File: src/hw/rtl/rx_byte_queue_with_realtime_filter_defines.svh
// ----------------------------------------------------------------------------
// Receive byte queue: assertion macros
// Shared concurrent assertion forms, clocked on clk_i and off during reset.
// ----------------------------------------------------------------------------
`ifndef RX_BYTE_QUEUE_WITH_REALTIME_FILTER_DEFINES_SVH
`define RX_BYTE_QUEUE_WITH_REALTIME_FILTER_DEFINES_SVH

// same-cycle implication
`define RBQ_ASSERT_IMPL(label, ante, cons) \
  label: assert property (@(posedge clk_i) disable iff (!rst_ni) (ante) |-> (cons)) \
    else $error("rbq assertion failed");

// next-cycle implication
`define RBQ_ASSERT_NEXT(label, ante, cons) \
  label: assert property (@(posedge clk_i) disable iff (!rst_ni) (ante) |=> (cons)) \
    else $error("rbq assertion failed");

`endif

File: src/hw/rtl/rbq_pkg.sv
// ----------------------------------------------------------------------------
// Receive byte queue package
// Beat types, action and register codes, and controller/datapath links.
// ----------------------------------------------------------------------------
package rbq_pkg;

  localparam int unsigned BYTE_W  = 8;
  localparam int unsigned COUNT_W = 8;
  localparam int unsigned CODES   = 4;
  localparam int unsigned CFG_IDX_W = 2;

  localparam logic [BYTE_W-1:0] EXTENDED_LIMIT = 8'h7F;

  typedef enum logic [1:0] {
    ACT_RX    = 2'd0,
    ACT_READ  = 2'd1,
    ACT_FLUSH = 2'd2,
    ACT_NONE  = 2'd3
  } action_e;

  typedef enum logic [CFG_IDX_W-1:0] {
    REG_CODE_RESET       = 2'd0,
    REG_CODE_STATUS      = 2'd1,
    REG_CODE_CYCLE_START = 2'd2,
    REG_CODE_FEED_HOLD   = 2'd3
  } reg_idx_e;

  localparam logic [BYTE_W-1:0] CODE_RESET_INIT       = 8'd24;
  localparam logic [BYTE_W-1:0] CODE_STATUS_INIT      = 8'd63;
  localparam logic [BYTE_W-1:0] CODE_CYCLE_START_INIT = 8'd126;
  localparam logic [BYTE_W-1:0] CODE_FEED_HOLD_INIT   = 8'd33;

  typedef struct packed {
    logic [1:0]        action;
    logic [BYTE_W-1:0] rx_byte;
  } in_t;

  typedef struct packed {
    logic [BYTE_W-1:0]  read_data;
    logic               read_valid;
    logic               realtime_hit;
    logic [BYTE_W-1:0]  realtime_code;
    logic               overflow_drop;
    logic [COUNT_W-1:0] used_count;
    logic [COUNT_W-1:0] free_count;
  } out_t;

  // controller to datapath
  typedef struct packed {
    logic load;
    logic exec;
  } cmd_t;

  // datapath to controller
  typedef struct packed {
    logic out_free;
  } sts_t;

endpackage

File: src/hw/rtl/rbq_ctrl.sv
// ----------------------------------------------------------------------------
// Receive byte queue controller
// Two-state sequencer: take one beat, then run it once the output is free.
// ----------------------------------------------------------------------------
module rbq_ctrl (
  input  logic          clk_i,
  input  logic          rst_ni,
  input  logic          in_valid_i,
  output logic          in_ready_o,
  input  rbq_pkg::sts_t sts_i,
  output rbq_pkg::cmd_t cmd_o
);
  import rbq_pkg::*;

  typedef enum logic [1:0] {
    ST_IDLE = 2'b01,
    ST_EXEC = 2'b10
  } state_e;

  state_e state_q, state_d;

  assign in_ready_o = (state_q == ST_IDLE);

  always_comb begin
    state_d     = state_q;
    cmd_o.load  = 1'b0;
    cmd_o.exec  = 1'b0;
    case (state_q)
      ST_IDLE: begin
        if (in_valid_i) begin
          cmd_o.load = 1'b1;
          state_d    = ST_EXEC;
        end
      end
      ST_EXEC: begin
        // hold until the result register can take the beat
        if (sts_i.out_free) begin
          cmd_o.exec = 1'b1;
          state_d    = ST_IDLE;
        end
      end
      default: state_d = ST_IDLE;
    endcase
  end

  always_ff @(posedge clk_i or negedge rst_ni) begin
    if (!rst_ni) begin
      state_q <= ST_IDLE;
    end else begin
      state_q <= state_d;
    end
  end

endmodule

File: src/hw/rtl/rbq_dp.sv
// ----------------------------------------------------------------------------
// Receive byte queue datapath
// Code registers, realtime filter, ring memory, pointers and result register.
// ----------------------------------------------------------------------------
`include "rx_byte_queue_with_realtime_filter_defines.svh"

module rbq_dp #(
  parameter int unsigned QUEUE_BYTES = 128
) (
  input  logic                              clk_i,
  input  logic                              rst_ni,
  input  logic                              cfg_we_i,
  input  logic [rbq_pkg::CFG_IDX_W-1:0]     cfg_idx_i,
  input  logic [rbq_pkg::BYTE_W-1:0]        cfg_data_i,
  input  rbq_pkg::in_t                      in_item_i,
  input  rbq_pkg::cmd_t                     cmd_i,
  output rbq_pkg::sts_t                     sts_o,
  output logic                              out_valid_o,
  input  logic                              out_ready_i,
  output rbq_pkg::out_t                     out_item_o
);
  import rbq_pkg::*;

  localparam int unsigned SLOTS = QUEUE_BYTES + 1;
  localparam int unsigned IDX_W = $clog2(SLOTS);
  localparam int unsigned CNT_W = $clog2(QUEUE_BYTES + 1);
  localparam logic [IDX_W-1:0] LAST_SLOT = IDX_W'(SLOTS - 1);
  localparam logic [CNT_W-1:0] CAPACITY  = CNT_W'(QUEUE_BYTES);

  logic [BYTE_W-1:0] code_q [CODES];
  logic [BYTE_W-1:0] mem [SLOTS];
  logic [BYTE_W-1:0] rd_data_q;
  in_t               item_q;
  logic [IDX_W-1:0]  wr_idx_q, wr_idx_d, rd_idx_q, rd_idx_d;
  logic [CNT_W-1:0]  used_q, used_d;
  logic              out_valid_q;
  out_t              out_q, res;
  logic              is_rt, full, empty, mem_we, is_read;

  function automatic logic [IDX_W-1:0] next_slot(input logic [IDX_W-1:0] idx);
    return (idx == LAST_SLOT) ? '0 : idx + 1'b1;
  endfunction

  // configuration writes
  always_ff @(posedge clk_i or negedge rst_ni) begin
    if (!rst_ni) begin
      code_q[REG_CODE_RESET]       <= CODE_RESET_INIT;
      code_q[REG_CODE_STATUS]      <= CODE_STATUS_INIT;
      code_q[REG_CODE_CYCLE_START] <= CODE_CYCLE_START_INIT;
      code_q[REG_CODE_FEED_HOLD]   <= CODE_FEED_HOLD_INIT;
    end else if (cfg_we_i) begin
      code_q[cfg_idx_i] <= cfg_data_i;
    end
  end

  always_ff @(posedge clk_i) begin
    if (cmd_i.load) begin
      item_q <= in_item_i;
    end
  end

  assign is_rt = (item_q.rx_byte == code_q[REG_CODE_RESET])
              || (item_q.rx_byte == code_q[REG_CODE_STATUS])
              || (item_q.rx_byte == code_q[REG_CODE_CYCLE_START])
              || (item_q.rx_byte == code_q[REG_CODE_FEED_HOLD])
              || (item_q.rx_byte > EXTENDED_LIMIT);
  assign full    = (used_q == CAPACITY);
  assign empty   = (used_q == '0);
  assign is_read = (item_q.action == ACT_READ);

  always_comb begin
    res      = '0;
    wr_idx_d = wr_idx_q;
    rd_idx_d = rd_idx_q;
    used_d   = used_q;
    mem_we   = 1'b0;
    case (item_q.action)
      ACT_RX: begin
        if (is_rt) begin
          res.realtime_hit  = 1'b1;
          res.realtime_code = item_q.rx_byte;
        end else if (full) begin
          res.overflow_drop = 1'b1;
        end else begin
          mem_we   = 1'b1;
          wr_idx_d = next_slot(wr_idx_q);
          used_d   = used_q + 1'b1;
        end
      end
      ACT_READ: begin
        if (!empty) begin
          res.read_data  = rd_data_q;
          res.read_valid = 1'b1;
          rd_idx_d       = next_slot(rd_idx_q);
          used_d         = used_q - 1'b1;
        end
      end
      ACT_FLUSH: begin
        rd_idx_d = wr_idx_q;
        used_d   = '0;
      end
      default: ;
    endcase
    res.used_count = COUNT_W'(used_d);
    res.free_count = COUNT_W'(CAPACITY - used_d);
  end

  // ring memory; read port always follows the oldest slot
  always_ff @(posedge clk_i) begin
    if (cmd_i.exec && mem_we) begin
      mem[wr_idx_q] <= item_q.rx_byte;
    end
    rd_data_q <= mem[rd_idx_q];
  end

  always_ff @(posedge clk_i or negedge rst_ni) begin
    if (!rst_ni) begin
      wr_idx_q <= '0;
      rd_idx_q <= '0;
      used_q   <= '0;
    end else if (cmd_i.exec) begin
      wr_idx_q <= wr_idx_d;
      rd_idx_q <= rd_idx_d;
      used_q   <= used_d;
    end
  end

  always_ff @(posedge clk_i or negedge rst_ni) begin
    if (!rst_ni) begin
      out_valid_q <= 1'b0;
    end else if (cmd_i.exec) begin
      out_valid_q <= 1'b1;
    end else if (out_ready_i) begin
      out_valid_q <= 1'b0;
    end
  end

  always_ff @(posedge clk_i) begin
    if (cmd_i.exec) begin
      out_q <= res;
    end
  end

  assign sts_o.out_free = !out_valid_q || out_ready_i;
  assign out_valid_o    = out_valid_q;
  assign out_item_o     = out_q;

  `RBQ_ASSERT_IMPL(a_used_max, 1'b1, used_q <= CAPACITY)
  `RBQ_ASSERT_IMPL(a_empty_ptrs, used_q == '0, wr_idx_q == rd_idx_q)
  `RBQ_ASSERT_NEXT(a_pop_count, cmd_i.exec && is_read && !empty, used_q == $past(used_q) - 1'b1)
  `RBQ_ASSERT_NEXT(a_exec_shows, cmd_i.exec, out_valid_q)

endmodule

File: src/hw/rtl/rx_byte_queue_with_realtime_filter.sv
// ----------------------------------------------------------------------------
// Receive byte queue with realtime filter
// Filters realtime command bytes out of a serial receive stream and queues
// the rest in a ring; supports read and flush.
// ----------------------------------------------------------------------------
//  channel  | signals                            | dir | beat when
//  ---------+------------------------------------+-----+------------------------
//  in       | in_valid_i/in_ready_o, in_item_i   | in  | valid & ready
//  out      | out_valid_o/out_ready_i, out_item_o| out | valid & ready
//  cfg      | cfg_we_i, cfg_idx_i, cfg_data_i    | in  | cfg_we_i high
//
//  Each beat is latched in ST_IDLE while the ring memory reads the oldest
//  slot into its output register, and is applied in ST_EXEC.
//  The input is taken again while a finished result waits on the output.
//  A stall on the output holds the next beat in ST_EXEC.
//  Reset clears pointers and counts and loads the default command codes;
//  no clearing pass.
// ----------------------------------------------------------------------------
module rx_byte_queue_with_realtime_filter #(
  parameter int unsigned QUEUE_BYTES = 128
) (
  input  logic                          clk_i,
  input  logic                          rst_ni,
  input  logic                          cfg_we_i,
  input  logic [rbq_pkg::CFG_IDX_W-1:0] cfg_idx_i,
  input  logic [rbq_pkg::BYTE_W-1:0]    cfg_data_i,
  input  logic                          in_valid_i,
  output logic                          in_ready_o,
  input  rbq_pkg::in_t                  in_item_i,
  output logic                          out_valid_o,
  input  logic                          out_ready_i,
  output rbq_pkg::out_t                 out_item_o
);
  import rbq_pkg::*;

  cmd_t cmd;
  sts_t sts;

  rbq_ctrl u_ctrl (
    .clk_i      (clk_i),
    .rst_ni     (rst_ni),
    .in_valid_i (in_valid_i),
    .in_ready_o (in_ready_o),
    .sts_i      (sts),
    .cmd_o      (cmd)
  );

  rbq_dp #(
    .QUEUE_BYTES (QUEUE_BYTES)
  ) u_dp (
    .clk_i       (clk_i),
    .rst_ni      (rst_ni),
    .cfg_we_i    (cfg_we_i),
    .cfg_idx_i   (cfg_idx_i),
    .cfg_data_i  (cfg_data_i),
    .in_item_i   (in_item_i),
    .cmd_i       (cmd),
    .sts_o       (sts),
    .out_valid_o (out_valid_o),
    .out_ready_i (out_ready_i),
    .out_item_o  (out_item_o)
  );

endmodule
File: config.mk
export PLATFORM = sky130hd
export DESIGN_NAME = rx_byte_queue_with_realtime_filter
export DESIGN_NICKNAME = d
export VERILOG_FILES = /design/src/hw/rtl/rbq_pkg.sv /design/src/hw/rtl/rbq_ctrl.sv /design/src/hw/rtl/rbq_dp.sv /design/src/hw/rtl/rx_byte_queue_with_realtime_filter.sv
export VERILOG_INCLUDE_DIRS = /design/src /design/src/hw/rtl
export SDC_FILE = /design/constraint.sdc
export NUM_CORES = 1
export LEC_CHECK = 0
export BUFFER_PORTS_ARGS = -buffer_cell sky130_fd_sc_hd__buf_2
export CORE_MARGIN = 8
export CORE_UTILIZATION = 25
export CTS_CLUSTER_SIZE = 10
export DETAILED_ROUTE_END_ITERATION = 10
export PLACE_DENSITY = 0.43
export SYNTH_ARGS = -nofsm -noshare
export SYNTH_HDL_FRONTEND = slang
export SYNTH_SLANG_ARGS = --single-unit
File: constraint.sdc
create_clock -name clk_i -period 6.1 [get_ports clk_i]
set_input_delay 1.83 -clock clk_i [delete_from_list [all_inputs] [get_ports clk_i]]
set_output_delay 1.83 -clock clk_i [all_outputs]
set_load 0.03 [all_outputs]
==> metrics.md, run 1 <==
| Metric | Value |
|---|---|
| Outcome | `completed` |
| Clk sinks | `1143` |
| Final setup viols | `0` |
| Worst hold endpoint | `u_dp.out_item_o[27]` |
| Post-Syn Nets | `2366` |
| Mapped Area | `45440 um^2` |
| RSZ-0062 raised after global routing | `false` |
| Gate Count Post-Synth | `2332` |
| CP startpoint kind | `flip-flop` |
| First-pass GRT wire length | `181300 um` |
| Total track usage | `12.68%` |
| IR drop worst, VDD | `0.0002507 V` |
| RR Endpoint | `u_dp.mem[18][6]` |
| Number of flops mapped to enable cells by yosys | `1076` |
| Synth warn | `0` |
| Final Hold Viols | `0` |
| TNS Setup | `0 ns` |
| Post-CTS Setup Bufs | `0` |
| Layout cell share with drive strength beyond 1 | `28.14%` |
| Critical-path top delay cell | `nor2_1` |
| Rows | `156` |
| Io pins | `62` |
| Total gr overflow | `0` |
| Die Y | `442.3 um` |
| Synth Flop Type | `edfxtp_1` |
| Clk Latency, worst-skew pair | `0.76 ns` |
| Reg clk slew, reported paths | `0.06 ns` |
| Nets | `2522` |
| Area Growth Syn to Fin | `16.40%` |
| CP Capture Type | `flip-flop` |
| Residual DRC count | `0` |
| H-tree lvl count | `4` |
| CTS max path bufs | `3` |
| Slew headroom | `18.56%` |
| Drt initial violations | `2112` |
| Final WL | `127200 um` |
| Share of the synthesized area in the top cell type | `71.10%` |
| Multi-input gate area | `10840 um^2` |
| Antenna fix cells | `0` |
| Reg area | `33980 um^2` |
| Reg2reg setup slack | `1.79 ns` |
| Power after layout | `21700 uW` |
| CTS tree | `built` |
| Core Area | `180700 um^2` |
| WP data arrival | `4.70 ns` |
| Pwr per Cell Area | `410.2 nW/um^2` |
| Total iterations of the first detailed-routing run | `5` |
| Mean post-synth cell area | `19.49 um^2` |
| Slowest stage delay, CP | `0.86 ns` |
| Largest net degree at the start of global routing | `169` |
| Layout fillers | `17562` |
| IO Port Bufs | `61` |
| Cells on worst reg2reg path | `8` |
| Post-route ant nets | `0` |
| Dpl hpwl | `77970 um` |
| Max-Cap Viols | `0` |
| Max Fclk | `232.1 MHz` |
| Clock root cell | `clkbuf_16` |
| Placed instance area | `48970 um^2` |
| Post-synth ARST share | `5.162%` |
| Max FO, Critical Path | `19` |
| Finished Core Util | `29.27%` |
| Sequential area share after synthesis | `74.75%` |
| Via-per-instance ratio | `4.676` |
| CTS Buf Count | `136` |
| Fin crit period | `4.309 ns` |
| Yosys reg bits | `1143` |
| Synth top area cells | `edfxtp_1 71%, mux4_2 13%, mux2_2 2.8%` |
| Routed vias | `22999` |
| HP Start | `u_dp.rd_data_q[0]` |
| Die extent in x | `442.3 um` |
| Hold buffer count at CTS | `0` |
| Routed WL per cell | `25.86 um` |
| Final Cell Area | `52900 um^2` |
| Worst-Margin Slew | `1.218 ns` |
| Hold Path Class | `reg2reg` |
| Biggest area consumer among synthesized cells | `edfxtp_1` |
| Top cells by count, synth | `1076 x edfxtp_1, 256 x mux4_2, 153 x nand2_1` |
| GP Congestion | `0.8007` |
| Antenna violations before repair | `4` |
| Die area | `195700 um^2` |
| Crit Path Category | `reg2reg` |
| Clk_skew | `0.02312 ns` |
| Initial Utilization | `25.14%` |
| Library cells used by synthesis | `65` |
| Final period util | `70.64%` |
| Vias in the first global route | `24042` |
| CP cell instances | `or2_0 -> a21o_1 -> a211o_1 -> nor4_4 -> buf_4 -> and2_1 -> nand2_1 -> nor2_1` |
| CP required | `6.49 ns` |
| Post-cts repair resize count | `0` |
| Total leakage power | `0.01646 uW` |
| Max Slew Vio Count | `0` |
| Most common cell in the synthesized netlist | `edfxtp_1` |
| Hold path cells | `1` |
| RR Startpoint | `u_dp.item_q[9]` |
## worst max path at each step
stage,from,to,slack (ns),cells after the start
2_1_floorplan,u_dp.item_q[6],u_dp.mem[128][0],1.55,7
3_3_place_gp,out_ready_i,u_dp.mem[18][0],1.19,8
3_5_place_dp,out_ready_i,u_dp.mem[18][5],1.10,8
4_1_cts,u_dp.item_q[9],u_dp.mem[18][6],1.79,8
5_1_grt,u_dp.item_q[9],u_dp.mem[18][6],1.57,8
6_report,u_dp.item_q[9],u_dp.mem[18][6],1.79,8
## metrics by stage
step                cells  worst slack [ns]  hold WS (ns)
floorplan            2332             1.555        0.4215
global placement     4720             1.186        0.4880
detailed placement   4720             1.095        0.4986
CTS                  4918             1.791        0.5120
global route         4918             1.572        0.5240
finish               4918             1.791        0.5097
## cells in the final DEF, fill, tap and decap left out, types with 22 or more instances in the layout
master / count
nor2b_1: 22
dfrtp_1: 39
clkbuf_16: 140
mux2_2: 113
buf_4: 87
nor2_1: 147
nand2_1: 153
o22ai_1: 34
xnor2_1: 24
o21ai_0: 37
buf_2: 61
mux4_2: 256
and2_1: 24
clkbuf_1: 38
o221ai_1: 33
edfxtp_1: 1076
## layout make-up
type                            instances  share of cell area, %
Clock inverter                         18                 0.4731
Timing Repair Buffer                  157                  2.152
Clock buffer                          180                  6.945
Tap cell                             2370                  5.606
Multi-Input combinational cell       1037                  20.49
Sequential cell                      1143                  64.24
Inverter                               13                0.09225
## per-layer routing
layer,up-vias,GRT usage (%),wire [um]
met5,-,0,0
met4,0,3.954,3472
met3,187,2.636,7192
met2,838,20.10,59430
met1,12258,17.48,57110
li1,9716,-,-
## cells by family after synthesis
family                     after synthesis  synth area share (%)
buffers and inverters                  152                 1.393
DFF                                   1143                 74.75
AOI/OAI and AO/OA                      179                 2.707
adders and majority gates                9                0.2478
xor gates and xnor gates                44                0.8480
muxes                                  379                 15.71
and+or+nand+nor                        426                 4.345
## worst max-delay path, delay by kind of cell (launching register included)
kind | cells | cell delay [ns]
compound gates | 2 | 0.57
buf+inv | 1 | 0.26
flops | 1 | 0.64
simple gates | 5 | 2.44
## power breakdown
group	leakage (uW)	internal [uW]	switching, uW	total (uW)
logic	0.00410	2350	2910	5260
registers	0.0105	8820	263	9090
clock network	0.00190	4240	3100	7350
total	0.0165	15400	6270	21700
## flip-flops by register name, summed over array words and instances (netlist names)
name,cells
u_dp.item_q,10
u_dp.code_q,32
u_ctrl.state_q,2
u_dp.used_q,8
u_dp.rd_idx_q,8
u_dp.rd_data_q,8
u_dp.wr_idx_q,8
u_dp.out_item_o,34
u_dp.out_valid_o,1
u_dp.mem,1032
(Power assumes the default switching activity.)
==> run 2, diff against run 1 <==
--- a/config.mk
+++ b/config.mk
@@ -6,12 +6,13 @@
 export SDC_FILE = /design/constraint.sdc
 export NUM_CORES = 1
 export LEC_CHECK = 0
+export ABC_AREA = 1
 export BUFFER_PORTS_ARGS = -buffer_cell sky130_fd_sc_hd__buf_2
 export CORE_MARGIN = 8
 export CORE_UTILIZATION = 25
 export CTS_CLUSTER_SIZE = 10
 export DETAILED_ROUTE_END_ITERATION = 10
-export PLACE_DENSITY = 0.43
+export PLACE_DENSITY = 0.44
 export SYNTH_ARGS = -nofsm -noshare
 export SYNTH_HDL_FRONTEND = slang
 export SYNTH_SLANG_ARGS = --single-unit
==> constraint.sdc (replaced) <==
create_clock -name clk_i -period 3.6 [get_ports clk_i]
set_input_delay 1.08 -clock clk_i [delete_from_list [all_inputs] [get_ports clk_i]]
set_output_delay 1.08 -clock clk_i [all_outputs]
set_load 0.03 [all_outputs]
==> run 2 against run 1 <==
Compared with the run above: register-to-register slack worse by 1.4 ns; largest power group unchanged; critical path type unchanged; highest routed layer unchanged; area after synthesis up 2.0%; worst hold slack worse by 0.064 ns.
==> metrics.md, run 2 <==
| Metric | Value |
|---|---|
| Outcome | `completed` |
| Post-synthesis compound-gate area fraction | `11.03%` |
| Routed WL per cell | `22.72 um` |
| Yosys reg bits | `1143` |
| Biggest area consumer among synthesized cells | `edfxtp_1` |
| Clk Latency, worst-skew pair | `0.76 ns` |
| Dpl hpwl | `86140 um` |
| Nets | `3871` |
| CTS max path bufs | `3` |
| IO Port Bufs | `61` |
| Rows | `158` |
| Final setup viols | `0` |
| Final Hold Viols | `0` |
| Most common cell in the synthesized netlist | `edfxtp_1` |
| Share of the synthesized area in the top cell type | `69.70%` |
| Max reg flops | `1032` |
| Clk_skew | `0.03100 ns` |
| Synth Flop Type | `edfxtp_1` |
| Area share of and/or/nand/nor cells after synthesis | `11.87%` |
| Setup slack after layout | `0.3962 ns` |
| Clock root cell | `clkbuf_16` |
| Post-synth ARST share | `5.162%` |
| Top cells by count, synth | `1076 x edfxtp_1, 699 x nor2_1, 566 x o21ai_0` |
| Residual DRC count | `0` |
| Cells on worst reg2reg path | `12` |
| Clk sinks | `1143` |
| Reg clk slew, reported paths | `0.06 ns` |
| Hold buffer count at CTS | `0` |
| H-tree lvl count | `4` |
| Total leakage power | `0.01766 uW` |
| Critical-path top delay cell | `edfxtp_1` |
| Layout fillers | `18873` |
| Drt initial violations | `2939` |
| Final WL | `145200 um` |
| CTS tree | `built` |
| Commonest non-fill, non-tap cells in the layout | `1076 x edfxtp_1, 634 x nor2_1, 566 x o21ai_0` |
| Fin crit period | `3.204 ns` |
| Crit path top cell by count | `nand2_1` |
| CP required | `4.00 ns` |
| IR drop worst, VDD | `0.0006134 V` |
| Library cells used by synthesis | `48` |
| Die extent in x | `446.6 um` |
| Slew headroom | `32.07%` |
| Hold path cells | `2` |
| RSZ-0062 raised after global routing | `false` |
| Sequential area share after synthesis | `73.27%` |
| Post-synthesis mux area share | `0%` |
| Area Growth Syn to Fin | `18.11%` |
| Routed vias | `30478` |
| Initial Utilization | `25.08%` |
| Mapped Area | `46360 um^2` |
| Antenna violations before repair | `3` |
| Post-CTS Setup Bufs | `0` |
| Mean post-synth cell area | `12.50 um^2` |
| Core Area | `184800 um^2` |
| Post-cts repair resize count | `0` |
| Commonest non-fill, non-tap cell in the layout | `edfxtp_1` |
| Max FO, Critical Path | `17` |
| CP startpoint kind | `flip-flop` |
| Die Y | `446.6 um` |
| GP Congestion | `0.8047` |
| Post-synthesis xor/xnor area fraction | `0.3779%` |
| Total gr overflow | `0` |
| Gate Count Post-Synth | `3708` |
| Via-per-instance ratio | `4.768` |
| Max Slew Vio Count | `0` |
| Worst-Margin Slew | `1.019 ns` |
| Final period util | `89.00%` |
| Max-Cap Viols | `0` |
| Placed instance area | `50790 um^2` |
| Total iterations of the first detailed-routing run | `5` |
| Pwr per Cell Area | `725.5 nW/um^2` |
| Synth top area cells | `edfxtp_1 70%, o21ai_0 6.1%, nor2_1 5.7%` |
| Layout cell share with drive strength beyond 1 | `13.94%` |
| Die area | `199500 um^2` |
| Final Cell Area | `54750 um^2` |
| Io pins | `62` |
| Total track usage | `14.17%` |
| Slowest stage delay, CP | `0.69 ns` |
| Vias in the first global route | `30551` |
| Max Fclk | `312.1 MHz` |
| Largest reg by FF count | `u_dp.mem` |
| Synth warn | `0` |
| WP data arrival | `3.60 ns` |
| CTS Buf Count | `139` |
| Post-synthesis adder-cell area fraction | `0.2429%` |
| Number of flops mapped to enable cells by yosys | `1076` |
| Largest family of logic cells by synthesized area | `simple AND/OR/NAND/NOR gates` |
| Post-route ant nets | `0` |
| Crit Path Category | `reg2reg` |
| Largest net degree at the start of global routing | `157` |
| Post-Syn Nets | `3742` |
| CP cell instances | `inv_4 -> nand2_1 -> nand2_1 -> nand2_1 -> nor2_1 -> nand2_2 -> nand2_4 -> nor2_8 -> nand4_4 -> inv_4 -> nand3_4 -> nor2_2` |
| CP Capture Type | `flip-flop` |
| Hold Path Class | `reg2reg` |
| First-pass GRT wire length | `212200 um` |
| Pre-CTS WS | `0.1332 ns` |
[run 2: critical path: cells and delay by family (launching register included)]
kind	cells	cell delay [ns]
buffers and inverters	2	0.39
flip-flops	1	0.69
AND/OR/NAND/NOR	10	1.73
[run 2: final timing paths]
path	from	to	slack, ns
max in group asynchronous	rst_ni	u_dp.code_q[9]	2.30
setup / recovery	u_dp.item_q[7]	u_dp.mem[4][4]	0.40
hold / removal	u_dp.mem[128][3]	u_dp.rd_data_q[3]	0.45
min in group asynchronous	rst_ni	u_dp.used_q[7]	0.49
hold reg to reg	u_dp.mem[128][3]	u_dp.rd_data_q[3]	0.45
setup reg to reg	u_dp.item_q[7]	u_dp.mem[4][4]	0.40
[run 2: power breakdown]
part | internal [uW] | switching (uW)
Sequential | 15000 | 380
Clock | 7320 | 5310
Combinational | 3290 | 8480
[run 2: area by class of cell]
cell class	instances	area [um^2]	share of cell area, %
clock inverters	29	230.2	0.4205
inverters	120	471.7	0.8615
diodes	2	5.005	0.009141
flip-flops and latches	1143	33980	62.06
repair buffers	228	1922	3.510
multi-input cells	2205	11310	20.66
clock buffers	185	3725	6.803
well taps	2480	3103	5.667
[run 2: kinds of logic after synthesis]
logic type,count (synthesis)
AND/OR/NAND/NOR,1288
flip-flops,1143
AO/OA/AOI/OAI,888
buffers and inverters,360
XOR/XNOR,20
adder cells (fa/ha/maj),9
[run 2: stage by stage]
step | std cells | hold slack [ns] | util, % | total power (uW) | setup TNS (ns)
2_1_floorplan | 3708 | 0.4193 | - | 22710 | -275.91
3_3_place_gp | 6176 | 0.4302 | 27.48 | 27530 | 0
3_5_place_dp | 6176 | 0.4355 | 27.48 | 27410 | 0
5_1_grt | 6390 | 0.4533 | 29.62 | 41660 | 0
4_1_cts | 6390 | 0.4357 | 29.62 | 40120 | 0
6_report | 6392 | 0.4458 | 29.62 | 39720 | 0
[run 2: per-layer routing]
metal | vias up | global-route usage (%) | part of all wire (%)
met3 | 207 | 2.571 | 5.3
li1 | 13853 | - | -
met4 | 0 | 4.666 | 2.8
met1 | 15519 | 19.42 | 45
met5 | - | 0 | 0
met2 | 899 | 22.72 | 47
==> run 3, diff against run 2 <==
--- a/config.mk
+++ b/config.mk
@@ -8,11 +8,13 @@
 export LEC_CHECK = 0
 export ABC_AREA = 1
 export BUFFER_PORTS_ARGS = -buffer_cell sky130_fd_sc_hd__buf_2
+export CELL_PAD_IN_SITES_DETAIL_PLACEMENT = 1
+export CELL_PAD_IN_SITES_GLOBAL_PLACEMENT = 2
 export CORE_MARGIN = 8
 export CORE_UTILIZATION = 25
 export CTS_CLUSTER_SIZE = 10
 export DETAILED_ROUTE_END_ITERATION = 10
-export PLACE_DENSITY = 0.44
+export PLACE_DENSITY = 0.55
 export SYNTH_ARGS = -nofsm -noshare
 export SYNTH_HDL_FRONTEND = slang
 export SYNTH_SLANG_ARGS = --single-unit
==> run 3 against run 2 <==
Compared with the run above: combinational power up 3%; routed wire length up 8.4%; final cell count about the same.
==> metrics.md, run 3 (same netlist as run 2, synthesis figures left out) <==
| Metric | Value |
|---|---|
| Outcome | `completed` |
| Reg clk slew, reported paths | `0.06 ns` |
| Critical Path Source | `u_dp.item_q[6]` |
| Layout cell share with drive strength beyond 1 | `14.14%` |
| RR Startpoint | `u_dp.item_q[6]` |
| Via-per-instance ratio | `4.731` |
| Max-Cap Viols | `0` |
| CP Capture Type | `flip-flop` |
| RR Endpoint | `u_dp.mem[70][4]` |
| Slew headroom | `35.95%` |
| Combinational power share | `30.3%` |
| Routed vias | `30218` |
| IR drop worst, VDD | `0.0004655 V` |
| IO Port Bufs | `61` |
| Fin crit period | `3.186 ns` |
| Rows | `158` |
| Clock root cell | `clkbuf_16` |
| Clk sinks | `1143` |
| CP required | `3.99 ns` |
| Clk_skew | `0.02693 ns` |
| Placed cells | `6181` |
| Sw frac | `36.51%` |
| TNS Setup | `0 ns` |
| Pwr per Cell Area | `735.2 nW/um^2` |
| GP Congestion | `0.7875` |
| Pint | `25520 uW` |
| Io pins | `62` |
| M1 GR Usage | `21.64%` |
| Largest net degree at the start of global routing | `131` |
| Largest reg by FF count | `u_dp.mem` |
| Setup slack after layout | `0.4136 ns` |
| Grt peak-use layer | `met2` |
| RSZ-0062 raised after global routing | `false` |
| GRT met3 Usage | `2.419%` |
| Clk Latency, worst-skew pair | `0.76 ns` |
| Commonest non-fill, non-tap cells in the layout | `1076 x edfxtp_1, 634 x nor2_1, 566 x o21ai_0` |
| CP startpoint kind | `flip-flop` |
| Crit Path Category | `reg2reg` |
| Final period util | `88.51%` |
| CTS max path bufs | `3` |
| Max FO, Critical Path | `17` |
| Nets | `3875` |
| Die area | `199500 um^2` |
| Antenna violations before repair | `2` |
| Layout fillers | `19978` |
| Reg power frac | `38.2%` |
| Dpl hpwl | `96870 um` |
| Total track usage | `15.44%` |
| Post-cts repair resize count | `0` |
| Cells on worst reg2reg path | `12` |
| H-tree lvl count | `4` |
| Max reg flops | `1032` |
| Routed WL per cell | `24.65 um` |
| Hold buffer count at CTS | `0` |
| Residual DRC count | `0` |
| Final Hold Viols | `0` |
| Area Growth Syn to Fin | `17.93%` |
| Vias in the first global route | `31485` |
| Total leakage power | `0.01764 uW` |
| CTS tree | `built` |
| CTS Buf Count | `138` |
| Hold Path Class | `in2async` |
| Final setup viols | `0` |
| Post-route ant nets | `0` |
| Worst-Margin Slew | `0.9607 ns` |
| M2 GR Usage | `25.23%` |
| Core Area | `184800 um^2` |
| Critical path endpoint | `u_dp.mem[70][4]` |
| First-pass GRT wire length | `228300 um` |
| Commonest non-fill, non-tap cell in the layout | `edfxtp_1` |
| Total iterations of the first detailed-routing run | `7` |
| Max Slew Vio Count | `0` |
| Reg2reg setup slack | `0.41 ns` |
| P_sw | `14680 uW` |
| Pre-CTS WS | `0.07868 ns` |
| Final WL | `157400 um` |
| Max Fclk | `313.8 MHz` |
| Clk pwr share | `31.6%` |
| Initial Utilization | `25.08%` |
| Die Y | `446.6 um` |
| Fin cells | `6387` |
| Drt initial violations | `2568` |
| Total gr overflow | `0` |
| Die extent in x | `446.6 um` |
| WP data arrival | `3.58 ns` |
| Post-CTS Setup Bufs | `0` |
[run 3: changes by cell type in the layout (fill, tap and decap cells not counted), sizes merged]
cell / change
clkinv: -10
bufinv: -1
buf: +5
clkinvlp: +1
[run 3: metrics by stage]
stage / utilization, % / area (um^2) / hold WS [ns] / power (uW)
after floorplan: - / 46760 / 0.4193 / 22710
final: 29.58 / 54670 / 0.3427 / 40200
after global placement: 27.45 / 50730 / 0.4333 / 28030
after detailed placement: 27.45 / 50730 / 0.4422 / 27980
after global routing: 29.58 / 54670 / 0.3283 / 42190
after CTS: 29.58 / 54670 / 0.2965 / 40820
[run 3: area by class of cell]
class                      instances  area [um^2]  area share, %
sequential                      1143        33980          62.15
multi-input combinational       2205        11310          20.70
clock buffer                     185         3776          6.907
tap                             2480         3103          5.676
timing repair buffer             233         1859          3.401
inverter                         120        473.0         0.8651
clock inverter                    19        160.2         0.2929
antenna                            2        5.005       0.009154
[run 3: worst min-delay path by stage]
stage | start | end | cells past startpoint | slack, ns
6_report | rst_ni | u_dp.used_q[6] | 1 | 0.34
3_5_place_dp | u_dp.mem[128][3] | u_dp.rd_data_q[3] | 2 | 0.44
4_1_cts | rst_ni | u_dp.used_q[6] | 1 | 0.30
3_3_place_gp | u_dp.mem[128][3] | u_dp.rd_data_q[3] | 2 | 0.43
2_1_floorplan | u_dp.mem[128][1] | u_dp.rd_data_q[1] | 2 | 0.42
5_1_grt | rst_ni | u_dp.used_q[6] | 1 | 0.33
[run 3: routing by layer]
layer / wire length (um) / up-vias
li1: - / 13858
met1: 74250 / 15563
met2: 73880 / 631
met3: 6404 / 166
met4: 2889 / 0
met5: 0 / -
[run 3: power by group through the flow]
stage | Combinational [uW] | Sequential [uW] | Clock (uW)
after detailed placement | 12400 | 15600 | 0
after floorplan | 7170 | 15500 | 0
final | 12200 | 15300 | 12700
after global routing | 13300 | 15400 | 13500
after global placement | 12400 | 15600 | 0
after CTS | 12400 | 15300 | 13100
[run 3: worst max-delay path: stages, from the launching register on]
cell and delay (ns):
edfxtp_1 0.57, inv_2 0.12, nand2_1 0.07, nand2_1 0.04, nand2_1 0.06, nor2_1 0.05, nand2_2 0.13, nand2_4 0.08
nor2_8 0.15, nand4_4 0.21, inv_4 0.30, nand3_4 0.46, nor2_2 0.53
